### src/rtl/hdlcrx_pkg.sv
// ----------------------------------------------------------------------------
// hdlcrx_pkg: shared types and constants for the HDLC frame receiver
// Item structs, operation codes, buffer capacity and CRC constants.
// ----------------------------------------------------------------------------
package hdlcrx_pkg;

  // Frame buffer capacity in bytes (valid range 16..4095)
  localparam int unsigned MAX_BYTES = 2048;
  // Byte counter must be able to hold MAX_BYTES itself
  localparam int unsigned CNT_W     = $clog2(MAX_BYTES + 1);

  localparam logic [7:0]  FLAG_BYTE   = 8'h7E;
  localparam logic [4:0]  INFO_OFFSET = 5'd9;
  localparam logic [15:0] CRC_POLY    = 16'h8408;
  localparam logic [15:0] CRC_INIT    = 16'hFFFF;

  // Operation codes
  localparam logic OP_ADD     = 1'b0;
  localparam logic OP_DISCARD = 1'b1;

  typedef struct packed {
    logic       operation;
    logic [7:0] rx_byte;
  } hdlcrx_in_t;

  typedef struct packed {
    logic        frame_complete;
    logic        crc_ok;
    logic [3:0]  format_type;
    logic [10:0] frame_length;
    logic [2:0]  dest_addr_len;
    logic [2:0]  src_addr_len;
    logic [7:0]  control_byte;
    logic [15:0] header_check;
    logic [4:0]  info_start;
    logic [10:0] info_length;
    logic [11:0] byte_count;
    logic        addr_error;
  } hdlcrx_out_t;

endpackage

### src/rtl/hdlcrx_crc_step.sv
// ----------------------------------------------------------------------------
// hdlcrx_crc_step: one-byte CRC-16/X.25 update
// Reflected polynomial, LSB first; eight shift steps unrolled.
// ----------------------------------------------------------------------------
module hdlcrx_crc_step
  import hdlcrx_pkg::*;
(
  input  logic [15:0] crc_in,
  input  logic [7:0]  data_in,
  output logic [15:0] crc_out
);

  always_comb begin
    logic [15:0] c;
    c = crc_in ^ {8'h00, data_in};
    for (int k = 0; k < 8; k++) begin
      if (c[0]) begin
        c = (c >> 1) ^ CRC_POLY;
      end else begin
        c = c >> 1;
      end
    end
    crc_out = c;
  end

endmodule

### src/rtl/hdlc_frame_receiver.sv
// ----------------------------------------------------------------------------
// hdlc_frame_receiver: byte-serial DLMS-style HDLC frame receiver
// Latency: the result item for an input item is valid the cycle after accept.
// Throughput: one item per cycle unless out_ready stalls; combinational update.
// Reset: rst_n (sync, active low) clears frame state, CRC to 0xFFFF, no output.
// ----------------------------------------------------------------------------
module hdlc_frame_receiver
  import hdlcrx_pkg::*;
(
  input  logic        clk,
  input  logic        rst_n,
  input  logic        in_valid,
  output logic        in_ready,
  input  hdlcrx_in_t  in_data,
  output logic        out_valid,
  input  logic        out_ready,
  output hdlcrx_out_t out_data
);

  // Frame state. Every accepted item updates it and produces one result item
  // that reflects the state after the update.
  logic [CNT_W-1:0] count_r, count_nxt;
  logic [15:0]      fmt_r, fmt_nxt;          // frame format word
  logic [2:0]       dest_len_r, dest_len_nxt;
  logic [2:0]       src_len_r, src_len_nxt;
  logic             addr_fault_r, addr_fault_nxt;
  logic [7:0]       ctrl_r, ctrl_nxt;
  logic [15:0]      hcs_r, hcs_nxt;
  logic [7:0]       dly0_r, dly0_nxt;        // three-byte delay line: the last
  logic [7:0]       dly1_r, dly1_nxt;        // two bytes may be FCS, so a byte
  logic [7:0]       dly2_r, dly2_nxt;        // enters the CRC three bytes late
  logic [15:0]      crc_r, crc_nxt;

  logic             out_valid_r, out_valid_nxt;
  hdlcrx_out_t      out_data_r, out_data_nxt;

  logic             accept;
  logic             store;
  logic [15:0]      crc_upd;
  logic [2:0]       pos;
  logic [CNT_W-1:0] base;

  // Output register parts the two sides: a new item is taken whenever the
  // held result leaves in the same cycle or none is held.
  assign in_ready = !out_valid_r || out_ready;
  assign accept   = in_valid && in_ready;

  hdlcrx_crc_step u_crc (
    .crc_in  (crc_r),
    .data_in (dly2_r),
    .crc_out (crc_upd)
  );

  // A byte is stored unless: buffer full, hunting for the opening flag, or
  // a repeated flag right after the opening one.
  always_comb begin
    store = (in_data.operation == OP_ADD) && (count_r < CNT_W'(MAX_BYTES));
    if (count_r == '0 && in_data.rx_byte != FLAG_BYTE) begin
      store = 1'b0;
    end
    if (count_r == CNT_W'(1) && in_data.rx_byte == FLAG_BYTE) begin
      store = 1'b0;
    end
  end

  // ---------------------------------------------------------------------------
  // Next frame state
  // ---------------------------------------------------------------------------
  always_comb begin
    count_nxt      = count_r;
    fmt_nxt        = fmt_r;
    dest_len_nxt   = dest_len_r;
    src_len_nxt    = src_len_r;
    addr_fault_nxt = addr_fault_r;
    ctrl_nxt       = ctrl_r;
    hcs_nxt        = hcs_r;
    dly0_nxt       = dly0_r;
    dly1_nxt       = dly1_r;
    dly2_nxt       = dly2_r;
    crc_nxt        = crc_r;
    pos            = '0;
    base           = CNT_W'(3) + CNT_W'(dest_len_r) + CNT_W'(src_len_r);

    if (in_data.operation == OP_DISCARD) begin
      count_nxt      = '0;
      fmt_nxt        = '0;
      dest_len_nxt   = '0;
      src_len_nxt    = '0;
      addr_fault_nxt = 1'b0;
      ctrl_nxt       = '0;
      hcs_nxt        = '0;
      dly0_nxt       = '0;
      dly1_nxt       = '0;
      dly2_nxt       = '0;
      crc_nxt        = CRC_INIT;
    end else if (store) begin
      // oldest delayed byte enters the CRC once four bytes are stored
      if (count_r >= CNT_W'(4)) begin
        crc_nxt = crc_upd;
      end
      dly2_nxt  = dly1_r;
      dly1_nxt  = dly0_r;
      dly0_nxt  = in_data.rx_byte;
      count_nxt = count_r + CNT_W'(1);

      if (count_r == CNT_W'(1)) begin
        fmt_nxt = {in_data.rx_byte, fmt_r[7:0]};
      end else if (count_r == CNT_W'(2)) begin
        fmt_nxt = {fmt_r[15:8], in_data.rx_byte};
      end else if (count_r >= CNT_W'(3)) begin
        if (dest_len_r == '0) begin
          // address byte position never exceeds three while still open
          pos = 3'(count_r - CNT_W'(3));
          if (in_data.rx_byte[0]) begin
            dest_len_nxt = pos + 3'd1;
          end else if (pos >= 3'd3) begin
            dest_len_nxt   = 3'd4;
            addr_fault_nxt = 1'b1;
          end
        end else if (src_len_r == '0) begin
          pos = 3'(count_r - CNT_W'(3) - CNT_W'(dest_len_r));
          if (in_data.rx_byte[0]) begin
            src_len_nxt = pos + 3'd1;
          end else if (pos >= 3'd3) begin
            src_len_nxt    = 3'd4;
            addr_fault_nxt = 1'b1;
          end
        end else begin
          if (count_r == base) begin
            ctrl_nxt = in_data.rx_byte;
          end else if (count_r == base + CNT_W'(1)) begin
            hcs_nxt = {in_data.rx_byte, hcs_r[7:0]};
          end else if (count_r == base + CNT_W'(2)) begin
            hcs_nxt = {hcs_r[15:8], in_data.rx_byte};
          end
        end
      end
    end
  end

  // ---------------------------------------------------------------------------
  // Result fields, taken from the updated state
  // ---------------------------------------------------------------------------
  always_comb begin
    logic [12:0] cnt_ext;
    logic [12:0] flen_ext;
    logic [11:0] start_ext;

    cnt_ext   = 13'(count_nxt);
    flen_ext  = {2'b00, fmt_nxt[10:0]};
    start_ext = '0;

    out_data_nxt.format_type   = fmt_nxt[15:12];
    out_data_nxt.frame_length  = fmt_nxt[10:0];
    out_data_nxt.dest_addr_len = dest_len_nxt;
    out_data_nxt.src_addr_len  = src_len_nxt;
    out_data_nxt.control_byte  = ctrl_nxt;
    out_data_nxt.header_check  = hcs_nxt;
    out_data_nxt.byte_count    = 12'(count_nxt);
    out_data_nxt.addr_error    = addr_fault_nxt;

    // complete on length reached, or on a full buffer
    if (cnt_ext >= 13'(MAX_BYTES)) begin
      out_data_nxt.frame_complete = 1'b1;
    end else if (cnt_ext < 13'd3) begin
      out_data_nxt.frame_complete = 1'b0;
    end else begin
      out_data_nxt.frame_complete = cnt_ext >= (flen_ext + 13'd2);
    end

    // FCS is little-endian: older delayed byte is the low byte
    out_data_nxt.crc_ok = (cnt_ext >= 13'd4) && ((~crc_nxt) == {dly1_nxt, dly2_nxt});

    // info bounds known only once both addresses are closed
    out_data_nxt.info_start  = '0;
    out_data_nxt.info_length = '0;
    if (dest_len_nxt != '0 && src_len_nxt != '0) begin
      out_data_nxt.info_start = INFO_OFFSET + 5'(dest_len_nxt) + 5'(src_len_nxt);
      start_ext = 12'(out_data_nxt.info_start) + 12'd1;
      if (12'(fmt_nxt[10:0]) > start_ext) begin
        out_data_nxt.info_length = 11'(12'(fmt_nxt[10:0]) - start_ext);
      end
    end
  end

  always_comb begin
    if (accept) begin
      out_valid_nxt = 1'b1;
    end else if (out_ready) begin
      out_valid_nxt = 1'b0;
    end else begin
      out_valid_nxt = out_valid_r;
    end
  end

  // ---------------------------------------------------------------------------
  // Registers
  // ---------------------------------------------------------------------------
  always_ff @(posedge clk) begin
    if (!rst_n) begin
      count_r      <= '0;
      fmt_r        <= '0;
      dest_len_r   <= '0;
      src_len_r    <= '0;
      addr_fault_r <= 1'b0;
      ctrl_r       <= '0;
      hcs_r        <= '0;
      dly0_r       <= '0;
      dly1_r       <= '0;
      dly2_r       <= '0;
      crc_r        <= CRC_INIT;
      out_valid_r  <= 1'b0;
    end else begin
      out_valid_r <= out_valid_nxt;
      if (accept) begin
        count_r      <= count_nxt;
        fmt_r        <= fmt_nxt;
        dest_len_r   <= dest_len_nxt;
        src_len_r    <= src_len_nxt;
        addr_fault_r <= addr_fault_nxt;
        ctrl_r       <= ctrl_nxt;
        hcs_r        <= hcs_nxt;
        dly0_r       <= dly0_nxt;
        dly1_r       <= dly1_nxt;
        dly2_r       <= dly2_nxt;
        crc_r        <= crc_nxt;
      end
    end
  end

  // result payload: no reset needed
  always_ff @(posedge clk) begin
    if (accept) begin
      out_data_r <= out_data_nxt;
    end
  end

  assign out_valid = out_valid_r;
  assign out_data  = out_data_r;

endmodule

### config.mk
export PLATFORM = sky130hd
export DESIGN_NAME = hdlc_frame_receiver
export DESIGN_NICKNAME = d
export VERILOG_FILES = /design/src/rtl/hdlcrx_pkg.sv /design/src/rtl/hdlcrx_crc_step.sv /design/src/rtl/hdlc_frame_receiver.sv
export SDC_FILE = /design/constraint.sdc
export NUM_CORES = 1
export LEC_CHECK = 0
export CORE_MARGIN = 3
export CORE_UTILIZATION = 45
export DETAILED_ROUTE_END_ITERATION = 6
export DONT_BUFFER_PORTS = 1
export PLACE_DENSITY_LB_ADDON = 0.05
export SETUP_SLACK_MARGIN = 0.02
export SYNTH_ARGS = -nofsm -noshare
export SYNTH_HDL_FRONTEND = slang
export SYNTH_SLANG_ARGS = --single-unit
### constraint.sdc
create_clock -name clk -period 5.6 [get_ports clk]
set_input_delay 1.12 -clock clk [delete_from_list [all_inputs] [get_ports clk]]
set_output_delay 1.12 -clock clk [all_outputs]
set_load 0.05 [all_outputs]
==> flow_metrics.tcl, run 1 <==
set metrics [dict create \
    diodes 0 \
    p_per_area_nw_per_um2 255 \
    crit_family "adder cells" \
    start_util_pct 46.4 \
    rows 53 \
    cts_max_level 4 \
    cp_slowest_stage_delay_ns 0.60 \
    firstDrtPassIters 5 \
    drtIter0Drc 506 \
    ys_top_cells_by_area "edfxtp_1 (23%), dfxtp_1 (20%), nand2_1 (5.5%), ha_1 (4.9%), mux2i_1 (4.3%)" \
    hpwl_mm 17.8 \
    postSynthCellCount 1058 \
    fin_worst_skew_ns 0.0132 \
    arrival_ns 5.62 \
    rr_startpoint "count_r[1]" \
    gp_congestion 0.892 \
    clock.fmax_ghz 0.184 \
    via_count 7624 \
    worst_pin_slew_ns 0.957 \
    yosysTopAreaCellShare_pct 23.1 \
    critPathCapture "out_data[17]" \
    routedWlPerCell_um 19.7 \
    peakVddDrop_v 0.000200 \
    syn_nets 1115 \
    area_delta_synth_final_pct 12.0 \
    p_leak_nw 3.98 \
    rrSetupSlack_ns 0.17 \
    maxSlewHeadroom_pct 35.7 \
    ant_nets 0 \
    r2r-end "out_data[17]" \
    worstSetupEndpointType "register" \
    grt_first_pass_wirelength_mm 41.5 \
    mostFrequentLayoutCells "nand2_1 (143), dfxtp_1 (98), nor2_1 (81)" \
    clock_latency_ns 0.44 \
    cts_tree "done" \
    period_minus_slack_ns 5.43 \
    grt_max_degree 109 \
    ys_ff_latch 175 \
    final_layout_size_suffix_gt1_share_pct 11.7 \
    critPathMaxFanout 6 \
    seq_area_frac_synth_pct 43.1 \
    r2r_cells 25 \
    core_area_um2 21300 \
    drc 0 \
    hold_viol 0 \
    worstSetupStartpointType "register" \
    syn_area_um2 9880 \
    regArea_um2 4270 \
    die_area_um2 23800 \
    final_max_slew_viol_count 0 \
    clock-sinks 175 \
    min_path_type "reg2reg" \
    critPathRequiredTime_ns 5.80 \
    period_share_pct 96.9 \
    routed_wl_mm 26.5 \
    synth_top_area_cell "edfxtp_1" \
    synth_ff_type "dfxtp_1" \
    drv_cap 0 \
    max-clock-path-buffers 2 \
    layout_setup_ws_ns 0.175 \
    cp_slowest_cell "fa_2" \
    critPathLaunch "count_r[1]" \
    cts_root_buffer "clkbuf_16" \
    path_depth 25 \
    n_fill_cell 1994 \
    clk_pin_slew_worst_paths_ns 0.08 \
    crit_type "reg2reg" \
    nNetsFinal 1116 \
    grt_usage_pct 22.1 \
    grt_overflow_total 0 \
    yosysWarnings 0 \
    ios 91 \
    port_buffers 0 \
    antenna_found_initial 0 \
    synth_edf_count 76 \
    finalSetupViolCount 0 \
    die_w_um 154 \
    viasPerCell 5.66 \
    finalSetupTns_ns 0 \
    dieHeight_um 154 \
    layout_commonest_cell "nand2_1" \
    critPathBufInv 5 \
    postSynthAreaPerCell_um2 9.34 \
    status "finished clean" \
    async_reset_ff_share_pct 0 \
    grt_pass1_vias 7278 \
    synth.distinct_cells 75 \
    dp_slack_ns -0.0243 \
    multi_input_area_um2 5320 \
    cts_made_buffers 17 \
]
-- cell type report --
class,count,area share (%)
clock inverter,14,1.66
sequential,175,38.6
inverter,44,1.52
tap,275,3.11
timing repair buffer,43,2.99
multi-input combinational,778,48.1
clock buffer,18,4.07
-- worst min path at each step --
stage	end	start	cells after the start	slack, ns
after floorplan	fmt_r[0]	fmt_r[0]	2	0.44
after global placement	fmt_r[7]	fmt_r[7]	2	0.45
after detailed placement	fmt_r[12]	fmt_r[12]	2	0.46
after CTS	fmt_r[12]	fmt_r[12]	2	0.47
after global routing	hcs_r[6]	hcs_r[6]	2	0.49
final	fmt_r[0]	fmt_r[0]	2	0.46
-- cells in the mapped netlist, types with 6 or more instances --
| library cell | instances |
|---|---|
| nand2_1 | 144 |
| o22ai_1 | 19 |
| buf_2 | 10 |
| a22oi_1 | 24 |
| nand2b_1 | 7 |
| a21oi_1 | 32 |
| o31ai_1 | 16 |
| and3_1 | 12 |
| nor4_1 | 8 |
| o21ai_0 | 26 |
| ha_1 | 39 |
| edfxtp_1 | 76 |
| a21boi_0 | 39 |
| clkbuf_1 | 44 |
| nor2_1 | 84 |
| xor2_1 | 30 |
| a21o_1 | 6 |
| and2_1 | 16 |
| a211oi_1 | 7 |
| nor3_1 | 14 |
| o211ai_1 | 9 |
| dfxtp_1 | 99 |
| mux2i_1 | 42 |
| xnor2_1 | 44 |
| nand3_1 | 29 |
| inv_1 | 43 |
| nor2b_1 | 43 |
-- per-layer routing --
layer	vias up	GRT usage (%)	routed length, µm
met5	-	0	0
met4	0	5.26	280
met3	20	4.06	1280
met2	192	36.2	12800
met1	3654	30.5	12200
li1	3758	-	-
-- through the flow --
stage	instances	hold WS (ns)	power (W)	cell area (µm²)	utilization (%)
CTS	1341	0.467	0.00286	11000	51.4
detailed placement	1309	0.456	0.00160	10300	48.5
floorplan	1058	0.443	0.00159	9950	-
finish	1347	0.463	0.00283	11100	52.0
global route	1347	0.487	0.00291	11100	52.0
global placement	1309	0.451	0.00160	10300	48.5
-- worst reg2reg max path: cells and delay by family, from the launching register on --
family                   cells  cell delay [ns]
adder cells (fa/ha/maj)      5             1.69
flip-flops                   1             0.34
XOR/XNOR                     3             0.58
AO/OA/AOI/OAI                7             1.43
buffers and inverters        5             0.48
AND/OR/NAND/NOR              5             0.67
-- flip-flops by register name, indices dropped and copies added (netlist names) --
signal / flops
dest_len_r: 3
dly0_r: 8
out_data: 76
hcs_r: 16
count_r: 12
dly2_r: 8
addr_fault_r: 1
ctrl_r: 8
crc_r: 16
fmt_r: 15
out_valid: 1
src_len_r: 3
dly1_r: 8
-- logic make-up after synthesis --
| kind of cell | Yosys count | share of synthesized area [%] |
|---|---|---|
| and+or+nand+nor | 395 | 19.4 |
| xor gates and xnor gates | 75 | 6.80 |
| buffers and inverters | 105 | 4.30 |
| AOI/OAI and AO/OA | 221 | 16.0 |
| adders and majority gates | 44 | 5.95 |
| muxes | 43 | 4.37 |
| DFF | 175 | 43.1 |
-- what timing repair did --
action                                  4_1_cts  5_1_grt
gates resized for setup                       0       17
setup buffers                                 0        5
hold buffers                                  0        0
endpoints found under the setup margin        0       11
-- where the power goes --
| group | switching [W] | leakage, nW | internal (W) |
|---|---|---|---|
| logic | 0.0000687 | 2.10 | 0.0000320 |
| clock network | 0.000586 | 0.310 | 0.000675 |
| registers | 0.000103 | 1.57 | 0.00136 |
(Power assumes the default switching activity.)
==> inputs of run 2 (changes only) <==
PLACE_DENSITY = 0.62   (was unset)
PLACE_DENSITY_LB_ADDON = unset   (was 0.05)
==> run 2 against run 1 <==
Highest routed layer unchanged. Final area is essentially flat. Critical path type unchanged. Setup slack gained 0.070 ns. Largest power group unchanged. Cell count fell by 0.15%. Routed wire length shrank 3.4%. Die area did not move. Non-clock buffer count fell by 2.
==> flow_metrics.tcl, run 2 (same netlist as run 1, synthesis figures left out) <==
set metrics [dict create \
    status "finished clean" \
    final_layout_size_suffix_gt1_share_pct 11.3 \
    post-route-util_pct 51.9 \
    hp-start "fmt_r[10]" \
    finalSetupViolCount 0 \
    place_inst 1311 \
    die_w_um 154 \
    r2r-end "out_data[17]" \
    p_leak_nw 3.97 \
    multi_input_area_um2 5320 \
    die_area_um2 23800 \
    p_per_area_nw_per_um2 258 \
    min_path_type "reg2reg" \
    clock_latency_ns 0.45 \
    mostFrequentLayoutCells "nand2_1 (143), dfxtp_1 (98), nor2_1 (82)" \
    maxSlewHeadroom_pct 34.1 \
    rrSetupSlack_ns 0.25 \
    regArea_um2 4270 \
    rr_startpoint "count_r[0]" \
    r2r_cells 24 \
    dieHeight_um 154 \
    start_util_pct 46.4 \
    n_fill_cell 1923 \
    cts_root_buffer "clkbuf_16" \
    period_share_pct 95.6 \
    grt_overflow_total 0 \
    holdPathEnd "fmt_r[10]" \
    critPathMaxFanout 10 \
    drc 0 \
    nNetsFinal 1114 \
    peakVddDrop_v 0.000214 \
    grt_max_degree 109 \
    grt_first_pass_wirelength_mm 41.0 \
    period_minus_slack_ns 5.35 \
    grt_pass1_vias 7524 \
    ant_nets 0 \
    rows 53 \
    ios 91 \
    arrival_ns 5.56 \
    hold_path_depth 2 \
    drv_cap 0 \
    layout_commonest_cell "nand2_1" \
    antenna_found_initial 0 \
    port_buffers 0 \
    hpwl_mm 17.0 \
    drtIter0Drc 468 \
    via_count 7701 \
    crit_type "reg2reg" \
    routed_wl_mm 25.6 \
    layout_setup_ws_ns 0.245 \
    routedWlPerCell_um 19.0 \
    cts_tree "done" \
    cts_made_buffers 17 \
    grt_usage_pct 21.4 \
    clock.fmax_ghz 0.187 \
    gp_congestion 0.896 \
    total_power_w 0.00285 \
    worst_pin_slew_ns 0.988 \
    hold_buffers 0 \
    hold_viol 0 \
    cts_max_level 4 \
    clock-sinks 175 \
    worstSetupEndpointType "register" \
    clk_pin_slew_worst_paths_ns 0.08 \
    fin_worst_skew_ns 0.0169 \
    core_area_um2 21300 \
    diodes 0 \
    dp_slack_ns -0.0229 \
    area_delta_synth_final_pct 11.9 \
    worstSetupStartpointType "register" \
    largest_reg_flops 76 \
    max-clock-path-buffers 2 \
    critPathRequiredTime_ns 5.81 \
    viasPerCell 5.73 \
    final_max_slew_viol_count 0 \
    instances_no_fill 1345 \
    firstDrtPassIters 5 \
]
[run 2: what timing repair did]
item / 4_1_cts / 5_1_grt
setup endpoints to repair: 0 / 11
endpoints found under the hold margin: 0 / 0
gates resized for setup: 0 / 17
setup buffers: 0 / 1
[run 2: through the flow]
step	TNS [ns]	instance area (µm²)	hold WS, ns
after CTS	0	11000	0.466
after floorplan	-0.0196	9950	0.443
after detailed placement	-0.142	10300	0.457
after global routing	-0.195	11100	0.492
after global placement	0	10300	0.449
final	0	11100	0.466
[run 2: metal layers]
metal	GRT usage, %	routed length (µm)
met1	29.4	12100
met2	34.0	11900
met3	4.25	1210
met4	6.77	439
met5	0	0
[run 2: cell type report]
class                           instances  area share [%]
Tap cell                              275            3.11
Timing Repair Buffer                   41            2.85
Sequential cell                       175            38.6
Inverter                               44            1.52
Clock inverter                         15            1.97
Multi-Input combinational cell        778            48.1
Clock buffer                           17            3.85
[run 2: critical path, cell delays in order, from the launching register on]
cell	delay [ns]
dfxtp_1	0.31
buf_4	0.18
ha_1	0.23
fa_2	0.38
xnor2_2	0.15
xnor2_1	0.25
inv_1	0.08
ha_1	0.20
o21bai_1	0.17
o311ai_2	0.32
nor4_2	0.07
nor2_1	0.27
nor2_2	0.10
fa_2	0.59
and3_4	0.20
xnor2_1	0.12
ha_1	0.28
inv_2	0.07
a21oi_2	0.04
o21ai_2	0.16
a21oi_2	0.09
a211o_1	0.32
o31ai_4	0.31
buf_6	0.17
nor3_1	0.05
[run 2: power breakdown]
| part | total (W) | leakage [nW] | internal, W | switching, W |
|---|---|---|---|---|
| sequential | 0.00146 | 1.57 | 0.00136 | 0.000104 |
| combinational | 0.000101 | 2.09 | 0.0000321 | 0.0000684 |
| clock | 0.00128 | 0.310 | 0.000693 | 0.000590 |
| total | 0.00285 | 3.97 | 0.00209 | 0.000762 |
[run 2: worst max-delay path by stage]
| stage | start | to | slack [ns] | cells past startpoint |
|---|---|---|---|---|
| floorplan | in_data[8] | out_data[16] | -0.004 | 23 |
| global placement | in_data[8] | out_data[17] | 0.08 | 21 |
| detailed placement | in_data[8] | out_data[17] | -0.02 | 21 |
| CTS | count_r[1] | out_data[17] | 0.22 | 25 |
| global route | count_r[0] | out_data[17] | -0.03 | 25 |
| finish | count_r[0] | out_data[17] | 0.25 | 24 |
